**config.mk**
```make
export PLATFORM = sky130hd
export DESIGN_NAME = external_interrupt_controller_flat
export DESIGN_NICKNAME = d
export VERILOG_FILES = /design/src/design/eic_pkg.sv /design/src/design/eic_if.sv /design/src/design/eic_lane.sv /design/src/design/eic_merge.sv /design/src/design/external_interrupt_controller.sv /design/src/flat_wrapper.sv
export SDC_FILE = /design/constraint.sdc
export NUM_CORES = 1
export LEC_CHECK = 0
export BUFFER_PORTS_ARGS = -buffer_cell sky130_fd_sc_hd__buf_2
export CAP_MARGIN = 20
export CORE_ASPECT_RATIO = 1.2
export CORE_MARGIN = 1
export CORE_UTILIZATION = 54
export CTS_BUF_LIST = sky130_fd_sc_hd__clkbuf_2
export DETAILED_ROUTE_END_ITERATION = 12
export GPL_TIMING_DRIVEN = 1
export HOLD_SLACK_MARGIN = 0.03
export PLACE_DENSITY = 0.82
export SKIP_CTS_REPAIR_TIMING = 1
export SYNTH_ARGS = -nofsm -noshare
export SYNTH_HDL_FRONTEND = slang
export SYNTH_SLANG_ARGS = --single-unit
```
**constraint.sdc**
```tcl
create_clock -name clk -period 3.4 [get_ports clk]
set_clock_uncertainty 0.15 [all_clocks]
set_input_delay 0.68 -clock clk [delete_from_list [all_inputs] [get_ports clk]]
set_output_delay 0.68 -clock clk [all_outputs]
set_load 0.05 [all_outputs]
```
**src/design/eic_pkg.sv**
```systemverilog
// shared constants, register codes and types of the external interrupt controller
// no dependencies
`default_nettype none

package eic_pkg;

  localparam int LINE_COUNT  = 16;
  localparam int PORT_COUNT  = 8;
  localparam int INPUT_PORTS = 8;
  localparam int PORT_LIMIT  = (PORT_COUNT < INPUT_PORTS) ? PORT_COUNT : INPUT_PORTS;
  localparam int SEL_W       = $clog2(INPUT_PORTS);

  localparam int LINES       = 16;
  localparam int PINS_W      = 16;
  localparam int SELECT_W    = 4;
  localparam int IRQ_W       = 7;
  localparam int LINE_IDX_W  = 4;
  localparam int CFG_IDX_W   = 2;
  localparam int CFG_DATA_W  = 64;

  // irq grouping: lines 0 to 4 alone, 5 to 9 shared, 10 to 15 shared
  localparam int SINGLE_LAST = 4;
  localparam int GROUP_A_LO  = 5;
  localparam int GROUP_A_HI  = 9;
  localparam int GROUP_B_LO  = 10;
  localparam int GROUP_B_HI  = 15;

  typedef enum logic [CFG_IDX_W-1:0] {
    REG_INTERRUPT_MASK = 2'd0,
    REG_RISING_ENABLE  = 2'd1,
    REG_FALLING_ENABLE = 2'd2,
    REG_PORT_SELECT    = 2'd3
  } reg_index_t;

  typedef logic [INPUT_PORTS-1:0] port_levels_t;

  typedef struct packed {
    logic                mask;
    logic                rise_en;
    logic                fall_en;
    logic [SELECT_W-1:0] sel;
  } lane_cfg_t;

  typedef struct packed {
    logic tick;
    logic clear;
  } lane_ctrl_t;

  typedef struct packed {
    logic [LINES-1:0]      pending_flags;
    logic [IRQ_W-1:0]      irq_requests;
    logic [LINE_IDX_W-1:0] service_line;
    logic                  service_valid;
  } result_t;

endpackage

`default_nettype wire

```
**src/design/eic_if.sv**
```systemverilog
// handshake interfaces of the external interrupt controller: request, result, config
// depends on eic_pkg
`default_nettype none

interface eic_in_if;
  logic                      valid;
  logic                      ready;
  logic                      action;
  logic [eic_pkg::LINES-1:0] clear_mask;
  logic [eic_pkg::PINS_W-1:0] port_a_pins;
  logic [eic_pkg::PINS_W-1:0] port_b_pins;
  logic [eic_pkg::PINS_W-1:0] port_c_pins;
  logic [eic_pkg::PINS_W-1:0] port_d_pins;
  logic [eic_pkg::PINS_W-1:0] port_e_pins;
  logic [eic_pkg::PINS_W-1:0] port_f_pins;
  logic [eic_pkg::PINS_W-1:0] port_g_pins;
  logic [eic_pkg::PINS_W-1:0] port_h_pins;

  modport source (output valid, action, clear_mask, port_a_pins, port_b_pins,
                  port_c_pins, port_d_pins, port_e_pins, port_f_pins,
                  port_g_pins, port_h_pins, input ready);
  modport sink (input valid, action, clear_mask, port_a_pins, port_b_pins,
                port_c_pins, port_d_pins, port_e_pins, port_f_pins,
                port_g_pins, port_h_pins, output ready);
endinterface

interface eic_out_if;
  logic                          valid;
  logic                          ready;
  logic [eic_pkg::LINES-1:0]     pending_flags;
  logic [eic_pkg::IRQ_W-1:0]     irq_requests;
  logic [eic_pkg::LINE_IDX_W-1:0] service_line;
  logic                          service_valid;

  modport source (output valid, pending_flags, irq_requests, service_line,
                  service_valid, input ready);
  modport sink (input valid, pending_flags, irq_requests, service_line,
                service_valid, output ready);
endinterface

interface eic_cfg_if;
  logic                           valid;
  logic                           ready;
  logic [eic_pkg::CFG_IDX_W-1:0]  index;
  logic [eic_pkg::CFG_DATA_W-1:0] data;

  modport source (output valid, index, data, input ready);
  modport sink (input valid, index, data, output ready);
endinterface

`default_nettype wire

```
**src/design/eic_lane.sv**
```systemverilog
// one interrupt line: port routing, edge detection and the pending latch
// depends on eic_pkg
`default_nettype none

module eic_lane (
  input  wire logic                  clk,
  input  wire logic                  rst,
  input  wire eic_pkg::lane_ctrl_t   ctrl,
  input  wire eic_pkg::lane_cfg_t    cfg,
  input  wire eic_pkg::port_levels_t levels,
  input  wire logic                  clear_bit,
  output logic                       pending_next
);

  logic prev_level;
  logic pending;
  logic level;
  logic edge_hit;

  // selectors past the populated ports read low
  always_comb begin
    if (int'(cfg.sel) < eic_pkg::PORT_LIMIT) begin
      level = levels[cfg.sel[eic_pkg::SEL_W-1:0]];
    end else begin
      level = 1'b0;
    end
  end

  assign edge_hit = (level & ~prev_level & cfg.rise_en) | (~level & prev_level & cfg.fall_en);

  always_comb begin
    if (ctrl.tick) begin
      pending_next = pending | (edge_hit & cfg.mask);
    end else if (ctrl.clear) begin
      pending_next = pending & ~clear_bit;
    end else begin
      pending_next = pending;
    end
  end

  always_ff @(posedge clk) begin
    if (rst) begin
      prev_level <= 1'b0;
      pending    <= 1'b0;
    end else begin
      pending <= pending_next;
      if (ctrl.tick) begin
        prev_level <= level;
      end
    end
  end

endmodule

`default_nettype wire

```
**src/design/eic_merge.sv**
```systemverilog
// merge of the lane pending bits: irq grouping, lowest line search, result queue
// depends on eic_pkg
`default_nettype none

module eic_merge (
  input  wire logic                       clk,
  input  wire logic                       rst,
  input  wire logic                       push,
  input  wire logic [eic_pkg::LINES-1:0]  pending_next,
  output logic                            space,
  output logic                            res_valid,
  input  wire logic                       res_ready,
  output eic_pkg::result_t                res
);

  eic_pkg::result_t merged;
  eic_pkg::result_t queue [2];
  logic       wr_ptr;
  logic       rd_ptr;
  logic [1:0] count;
  logic       pop;

  always_comb begin
    merged = '0;
    merged.pending_flags = pending_next;
    merged.irq_requests[eic_pkg::SINGLE_LAST:0] = pending_next[eic_pkg::SINGLE_LAST:0];
    merged.irq_requests[eic_pkg::SINGLE_LAST+1] =
      |pending_next[eic_pkg::GROUP_A_HI:eic_pkg::GROUP_A_LO];
    merged.irq_requests[eic_pkg::SINGLE_LAST+2] =
      |pending_next[eic_pkg::GROUP_B_HI:eic_pkg::GROUP_B_LO];
    merged.service_valid = |pending_next;
    // scan from the top so the lowest set line wins
    for (int n = eic_pkg::LINES - 1; n >= 0; n--) begin
      if (pending_next[n]) begin
        merged.service_line = eic_pkg::LINE_IDX_W'(n);
      end
    end
  end

  assign pop       = res_valid & res_ready;
  assign space     = (count != 2'd2);
  assign res_valid = (count != 2'd0);
  assign res       = queue[rd_ptr];

  always_ff @(posedge clk) begin
    if (push) begin
      queue[wr_ptr] <= merged;
    end
  end

  always_ff @(posedge clk) begin
    if (rst) begin
      wr_ptr <= 1'b0;
      rd_ptr <= 1'b0;
      count  <= 2'd0;
    end else begin
      if (push) begin
        wr_ptr <= ~wr_ptr;
      end
      if (pop) begin
        rd_ptr <= ~rd_ptr;
      end
      count <= count + {1'b0, push} - {1'b0, pop};
    end
  end

endmodule

`default_nettype wire

```
**src/design/external_interrupt_controller.sv**
```systemverilog
// top level of the external interrupt controller: config registers, lines, merge
// depends on eic_pkg, eic_if, eic_lane, eic_merge
//
// usage
//   request carries one item: action 0 samples the eight pin ports, action 1
//   clears pending bits selected by clear_mask (write one to clear).
//   result returns one item per request: pending bits after that request,
//   the seven irq requests, the lowest pending line and an any-pending flag.
//   cfg writes interrupt_mask, rising_enable, falling_enable (index 0 to 2)
//   and the 64-bit port_select (index 3); it is always ready and should be
//   written only while no request is in flight.
// timing
//   one request per cycle sustained while the result queue has space; each
//   line has its own lane, so the sixteen lines update in the same cycle and
//   the merge stage combines them; a result is written to the queue on accept.
// reset and stall
//   rst clears pending bits, previous levels, config registers and queue pointers.
//   results sit in a two-entry queue; request ready drops only when both
//   entries hold results that the receiver has not taken.
`default_nettype none

module external_interrupt_controller (
  input  wire logic clk,
  input  wire logic rst,
  eic_in_if.sink    request,
  eic_out_if.source result,
  eic_cfg_if.sink   cfg
);

  logic [eic_pkg::LINES-1:0]      interrupt_mask;
  logic [eic_pkg::LINES-1:0]      rising_enable;
  logic [eic_pkg::LINES-1:0]      falling_enable;
  logic [eic_pkg::CFG_DATA_W-1:0] port_select;

  logic                           accept;
  logic                           space;
  eic_pkg::lane_ctrl_t            ctrl;
  logic [eic_pkg::LINES-1:0]      pending_next;
  logic [eic_pkg::PINS_W-1:0]     pins [eic_pkg::INPUT_PORTS];
  eic_pkg::result_t               res;

  assign cfg.ready = 1'b1;

  always_ff @(posedge clk) begin
    if (rst) begin
      interrupt_mask <= '0;
      rising_enable  <= '0;
      falling_enable <= '0;
      port_select    <= '0;
    end else if (cfg.valid) begin
      case (eic_pkg::reg_index_t'(cfg.index))
        eic_pkg::REG_INTERRUPT_MASK: interrupt_mask <= cfg.data[eic_pkg::LINES-1:0];
        eic_pkg::REG_RISING_ENABLE:  rising_enable  <= cfg.data[eic_pkg::LINES-1:0];
        eic_pkg::REG_FALLING_ENABLE: falling_enable <= cfg.data[eic_pkg::LINES-1:0];
        eic_pkg::REG_PORT_SELECT:    port_select    <= cfg.data;
        default: ;
      endcase
    end
  end

  assign request.ready = space;
  assign accept        = request.valid & space;
  assign ctrl.tick     = accept & ~request.action;
  assign ctrl.clear    = accept & request.action;

  assign pins[0] = request.port_a_pins;
  assign pins[1] = request.port_b_pins;
  assign pins[2] = request.port_c_pins;
  assign pins[3] = request.port_d_pins;
  assign pins[4] = request.port_e_pins;
  assign pins[5] = request.port_f_pins;
  assign pins[6] = request.port_g_pins;
  assign pins[7] = request.port_h_pins;

  for (genvar n = 0; n < eic_pkg::LINES; n++) begin : g_line
    if (n < eic_pkg::LINE_COUNT) begin : g_lane
      eic_pkg::lane_cfg_t    lane_cfg;
      eic_pkg::port_levels_t levels;

      assign lane_cfg.mask    = interrupt_mask[n];
      assign lane_cfg.rise_en = rising_enable[n];
      assign lane_cfg.fall_en = falling_enable[n];
      assign lane_cfg.sel     = port_select[eic_pkg::SELECT_W*n +: eic_pkg::SELECT_W];

      for (genvar p = 0; p < eic_pkg::INPUT_PORTS; p++) begin : g_port
        assign levels[p] = pins[p][n];
      end

      eic_lane u_lane (
        .clk          (clk),
        .rst          (rst),
        .ctrl         (ctrl),
        .cfg          (lane_cfg),
        .levels       (levels),
        .clear_bit    (request.clear_mask[n]),
        .pending_next (pending_next[n])
      );
    end else begin : g_unused
      assign pending_next[n] = 1'b0;
    end
  end

  eic_merge u_merge (
    .clk          (clk),
    .rst          (rst),
    .push         (accept),
    .pending_next (pending_next),
    .space        (space),
    .res_valid    (result.valid),
    .res_ready    (result.ready),
    .res          (res)
  );

  assign result.pending_flags = res.pending_flags;
  assign result.irq_requests  = res.irq_requests;
  assign result.service_line  = res.service_line;
  assign result.service_valid = res.service_valid;

endmodule

`default_nettype wire

```
**src/flat_wrapper.sv**
```systemverilog
// flat-port wrapper written by rule: the top's interface ports become plain ports
module external_interrupt_controller_flat 
  (clk, rst, request_valid, request_action, request_clear_mask, request_port_a_pins, request_port_b_pins, request_port_c_pins, request_port_d_pins, request_port_e_pins, request_port_f_pins, request_port_g_pins, request_port_h_pins, request_ready, result_valid, result_pending_flags, result_irq_requests, result_service_line, result_service_valid, result_ready, cfg_valid, cfg_index, cfg_data, cfg_ready);
  eic_in_if request_i ();
  eic_out_if result_i ();
  eic_cfg_if cfg_i ();
  input  wire logic clk;
  input  wire logic rst;
  input wire logic [$bits(request_i.valid)-1:0] request_valid;
  input wire logic [$bits(request_i.action)-1:0] request_action;
  input wire logic [$bits(request_i.clear_mask)-1:0] request_clear_mask;
  input wire logic [$bits(request_i.port_a_pins)-1:0] request_port_a_pins;
  input wire logic [$bits(request_i.port_b_pins)-1:0] request_port_b_pins;
  input wire logic [$bits(request_i.port_c_pins)-1:0] request_port_c_pins;
  input wire logic [$bits(request_i.port_d_pins)-1:0] request_port_d_pins;
  input wire logic [$bits(request_i.port_e_pins)-1:0] request_port_e_pins;
  input wire logic [$bits(request_i.port_f_pins)-1:0] request_port_f_pins;
  input wire logic [$bits(request_i.port_g_pins)-1:0] request_port_g_pins;
  input wire logic [$bits(request_i.port_h_pins)-1:0] request_port_h_pins;
  output wire logic [$bits(request_i.ready)-1:0] request_ready;
  output wire logic [$bits(result_i.valid)-1:0] result_valid;
  output wire logic [$bits(result_i.pending_flags)-1:0] result_pending_flags;
  output wire logic [$bits(result_i.irq_requests)-1:0] result_irq_requests;
  output wire logic [$bits(result_i.service_line)-1:0] result_service_line;
  output wire logic [$bits(result_i.service_valid)-1:0] result_service_valid;
  input wire logic [$bits(result_i.ready)-1:0] result_ready;
  input wire logic [$bits(cfg_i.valid)-1:0] cfg_valid;
  input wire logic [$bits(cfg_i.index)-1:0] cfg_index;
  input wire logic [$bits(cfg_i.data)-1:0] cfg_data;
  output wire logic [$bits(cfg_i.ready)-1:0] cfg_ready;
  assign request_i.valid = request_valid;
  assign request_i.action = request_action;
  assign request_i.clear_mask = request_clear_mask;
  assign request_i.port_a_pins = request_port_a_pins;
  assign request_i.port_b_pins = request_port_b_pins;
  assign request_i.port_c_pins = request_port_c_pins;
  assign request_i.port_d_pins = request_port_d_pins;
  assign request_i.port_e_pins = request_port_e_pins;
  assign request_i.port_f_pins = request_port_f_pins;
  assign request_i.port_g_pins = request_port_g_pins;
  assign request_i.port_h_pins = request_port_h_pins;
  assign request_ready = request_i.ready;
  assign result_valid = result_i.valid;
  assign result_pending_flags = result_i.pending_flags;
  assign result_irq_requests = result_i.irq_requests;
  assign result_service_line = result_i.service_line;
  assign result_service_valid = result_i.service_valid;
  assign result_i.ready = result_ready;
  assign cfg_i.valid = cfg_valid;
  assign cfg_i.index = cfg_index;
  assign cfg_i.data = cfg_data;
  assign cfg_ready = cfg_i.ready;
  external_interrupt_controller u_core (.clk(clk), .rst(rst), .request(request_i), .result(result_i), .cfg(cfg_i));
endmodule
```
**Word-level counts from Yosys, hierarchy flattened**

Memory sizes are Yosys's and may differ from the RTL's. A register that Yosys moved wholly into a read port is not among the register bits.
Index checks and enable logic that the tools add are counted.
Widths: inputs -> output; s select.

- Multiplexer cells: 100
- Eq/ne operators: 4
- Add/sub/neg operators: 2
- Reductions and logical operators: 9
- Magnitude comparators: 32
- Bitwise logic cells: 183

Operator list:

| operator | number |
|---|---|
| $and 1x1->1 | 100 |
| $mux 1 | 68 |
| $lt 3x4->1 const B | 16 |
| $lt 4x4->1 const B | 16 |
| $mux 4 | 16 |
| $not 1->1 | 51 |
| $bmux 1 s3 | 16 |
| $or 1x1->1 | 32 |
| $reduce_or 16->1 | 1 |
| $reduce_and 2->1 | 4 |
| $reduce_or 6->1 | 1 |
| $reduce_or 5->1 | 1 |
| $eq 2x2->1 const B | 2 |
| $add 2x1->2 | 1 |
| $eq 2x1->1 const B | 1 |
| $logic_not 2->1 | 1 |
| $ne 2x2->1 const B | 1 |
| $reduce_bool 2->1 | 1 |
| $sub 2x1->2 | 1 |

- Memories kept: 1
- Output and inout port bits: 31
- Register bits after elaboration: 148
- RAM bits: 56
- Input port bits: 216
- Logic and storage cells: 370

Memory list:

| memory | words | bits a word | rd ports | clocked after memory_dff | wr ports | RTL line | source |
|---|---|---|---|---|---|---|---|
| u_core.u_merge.queue | 2 | 28 | 1 | 1 | 1 | eic_merge.sv:17 | `eic_pkg::result_t queue [2];` |

**Depth between registers and ports, before layout**

- Word-level depth: 26
- Gate-level depth with buffers: 11
- Depth with buffers taken out: 9

**Modules after synthesis**

A second synthesis with hierarchy kept.

- Cells, all modules: 961
- Area, all modules: 10137.2 µm²

Modules (own cells, without submodules):

| module | instances | cells an instance | sequential area each (µm²) | area an instance (µm²) |
|---|---|---|---|---|
| external_interrupt_controller | 1 | 444 | 2242.2 | 4699.5 |
| eic_lane | 16 | 24 | 40.0 | 207.7 |
| eic_merge | 1 | 133 | 1481.4 | 2114.5 |

**Worst setup path before layout**

OpenSTA, ideal clock, no wires.

- Path type: input-to-reg
- Start: input request_port_d_pins[12]
- End: memory u_core.u_merge.queue[0][0] (netlist name), data pin
- Setup slack: 0.431 ns
- Stages on the path: 7
- Arrival time: 2.549 ns
- Path through: mux4_1 -> mux2i_1 -> and4b_4 -> nor3_4 -> nand4_2 -> nor4_2 -> or3b_1

RTL lines:

| item | RTL line | source |
|---|---|---|
| start, declared | flat_wrapper.sv:15 | `input wire logic [$bits(request_i.port_d_pins)-1:0] request_port_d_pins;` |
| end, declared | eic_merge.sv:17 |  |

==> flow_summary.ini <==
[setup_path]
worst_setup_path_start_kind = flip-flop
worstPathRequired_ps = 3870
crit_path_end_kind = flip-flop
reg2reg_depth = 8
worstSetupPathType = flip-flop to flip-flop
cp_data_arrival_time_ps = 3560
crit_path_max_fanout = 5

[pwr]
pwr-share-seq = 0.467
comb_power_share = 0.259
cellPowerDensity_nw_per_um2 = 498.5
netSwitchingFraction = 0.3189
pwr-share-clk = 0.275
ir_drop_v = 0.0002343
power.total_mw = 5.638
power_leakage_nw = 4.541
p_int_mw = 3.840
switchingPower_mw = 1.798

[global_route]
grt_max_degree = 80
grt-busiest-layer = met2
grt_use_met3 = 0.06230
grt_usage = 0.2677
grt_use_met2 = 0.4691
overflow = 0
grt_pass1_wl_microns = 35290
grt_pass1_vias = 7443
grtUsageMet1 = 0.3203
grt_antenna_before_repair = 1

[floorplan]
rows = 50
die_w_microns = 118.6
die_h_microns = 141.9
core_area_sq_um = 15770
num_io_pins = 247
start_util = 0.5583
dieArea_sq_um = 16820

[timing]
min_period_ps = 3089
max_freq_mhz = 323.8
drv_slew = 0
fin_crit_sh = 0.9084
rsz0062_at_grt = no
tns_ps = 0
slew_headroom = 0.4349
hold_violations = 0
holdWs_ps = 165.8
tightest_slew_ps = 847.6
final-setup-viol-count = 0

[cts]
cts_sinks = 195
root_buffer = clkbuf_2
clock_path_buffers = 2
clock_latency_ps = 770
numCtsBuffers = 17
clkTransAtPathRegs_ps = 250
cts_tree = built
cts-htree-levels = 4

[logic_synthesis]
yosysWarnings = 0
synth_flop_cell = dfxtp_1
synth_cell_types = 70
synth-edff-count = 46
netlist_area_sq_um = 8802
ys_ff_latch = 195
synth_cells = 932
synth.net_count = 1150
async_flop_share = 0
syn_avg_cell_area_sq_um = 9.444
yosysSeqAreaShare = 0.4958

[detailed_routing]
vias = 8127
via_per_inst = 5.593
drc = 0
drt_wl_total_microns = 23910
first_pass_iters = 5
ant_nets = 0
drtIter0Drc = 559
wl_per_cell_microns = 16.46

[place]
place_area_sq_um = 10290
place_congestion = 0.8295
portBuffers = 245
place_hpwl_microns = 16140

[run]
maxCapViolCount = 0

[cells_and_area]
final_cell_mix = nand2_1, buf_2, dfxtp_1
stdcell_area_sq_um = 11310
multi_input_area_sq_um = 4106
nFillCells = 1183
layout_commonest_cell = nand2_1
layout-drive-gt1-share = 0.3105
ff_latch_area_sq_um = 4364
area_delta_synth_final_pct = 28.49
nNetsFinal = 1448

[status]
outcome = finished clean

[hold_path]
hold_path.class = input port to flip-flop
whs_path_depth = 4
-- worst max-delay path: stages, from the launching register on --
cell,delay [ps]
dfxtp_1,460
mux4_2,520
mux2i_1,210
and4b_1,230
a211oi_2,380
inv_2,120
a2111oi_1,520
a22oi_1,190
o21ai_1,170
-- state kept, by name (all words and copies together) (netlist names), 2 cells and up, named ones only --
| signal | count |
|---|---|
| u_core.g_line.g_lane.u_lane.prev_level | 16 |
| u_core.falling_enable | 16 |
| u_core.rising_enable | 16 |
| u_core.port_select | 64 |
| u_core.u_merge.count | 2 |
| u_core.u_merge.queue | 46 |
| u_core.g_line.g_lane.u_lane.pending | 16 |
| u_core.interrupt_mask | 16 |
-- stage by stage --
stage                     worst slack [ps]  utilization  std cells
after detailed placement             68.91       0.6529       1355
after global placement               188.8       0.6529       1355
after CTS                            324.9       0.6764       1387
after global routing                 199.4       0.7172       1452
final                                311.3       0.7174       1453
after floorplan                      430.8            -        932
-- layer usage --
layer / routed length (microns) / share of wire
met3: 1567 / 0.066
met5: 0 / 0
met1: 9357 / 0.39
met4: 682 / 0.029
met2: 12310 / 0.51
-- Yosys cell counts, drive strengths merged (3+ instances only) --
| library cell | count | share of area |
|---|---|---|
| and4b | 3 | 0.0038 |
| a41oi | 10 | 0.0099 |
| nand2b | 8 | 0.0057 |
| nand2 | 246 | 0.10 |
| o2111ai | 3 | 0.0030 |
| a21boi | 3 | 0.0026 |
| xnor2 | 3 | 0.0030 |
| and4 | 3 | 0.0031 |
| buf | 15 | 0.0095 |
| inv | 26 | 0.011 |
| mux2 | 23 | 0.029 |
| mux4 | 32 | 0.083 |
| nor4 | 5 | 0.0043 |
| edfxtp | 46 | 0.16 |
| or2 | 9 | 0.0064 |
| nor2 | 41 | 0.017 |
| a211oi | 3 | 0.0031 |
| nor3 | 15 | 0.012 |
| nand4 | 15 | 0.011 |
| o21ai | 4 | 0.0023 |
| dfxtp | 149 | 0.34 |
| nand4b | 4 | 0.0040 |
| clkbuf | 43 | 0.018 |
| nor2b | 5 | 0.0036 |
| nand3 | 8 | 0.0045 |
| a31oi | 3 | 0.0021 |
| or3b | 4 | 0.0040 |
| a21oi | 129 | 0.073 |
| and3 | 9 | 0.0064 |
| and2 | 9 | 0.0064 |
| nor3b | 10 | 0.0085 |
| mux2i | 16 | 0.018 |
-- power groups by stage --
| stage | clock (mW) | sequential [mW] | combinational (mW) |
|---|---|---|---|
| 5_1_grt | 1.66 | 2.65 | 1.56 |
| 3_5_place_dp | 0 | 2.68 | 1.39 |
| 6_report | 1.55 | 2.63 | 1.46 |
| 4_1_cts | 1.56 | 2.63 | 1.40 |
| 2_1_floorplan | 0 | 2.66 | 1.02 |
| 3_3_place_gp | 0 | 2.66 | 1.37 |
-- final cells by class --
type / count / area share
Multi-Input combinational cell: 653 / 0.3631
Antenna cell: 2 / 0.0004425
Clock buffer: 17 / 0.007523
Timing Repair Buffer: 337 / 0.1861
Inverter: 26 / 0.008629
Sequential cell: 195 / 0.3859
Tap cell: 208 / 0.02301
Clock inverter: 15 / 0.02533
-- final timing paths --
| check | startpoint | endpoint | slack [ps] |
|---|---|---|---|
| hold reg to reg | u_core.falling_enable[2]$_SDFFE_PP0P_ | u_core.falling_enable[2]$_SDFFE_PP0P_ | 320 |
| setup / recovery | u_core.port_select[9]$_SDFFE_PP0P_ | u_core.u_merge.queue[0][1]$_DFFE_PP_ | 310 |
| setup reg to reg | u_core.port_select[9]$_SDFFE_PP0P_ | u_core.u_merge.queue[0][1]$_DFFE_PP_ | 310 |
| hold / removal | request_clear_mask[9] | u_core.g_line[9].g_lane.u_lane.pending$_SDFF_PP0_ | 170 |
-- logic make-up after synthesis --
kind of cell | share of synthesized area
multiplexers | 0.1303
AO/OA/AOI/OAI | 0.1157
flip-flops | 0.4958
XOR/XNOR | 0.003981
buffers and inverters | 0.03895
adder cells (fa/ha/maj) | 0.002842
AND/OR/NAND/NOR | 0.2119
other | 0.0004260
(Power assumes the default switching activity.)
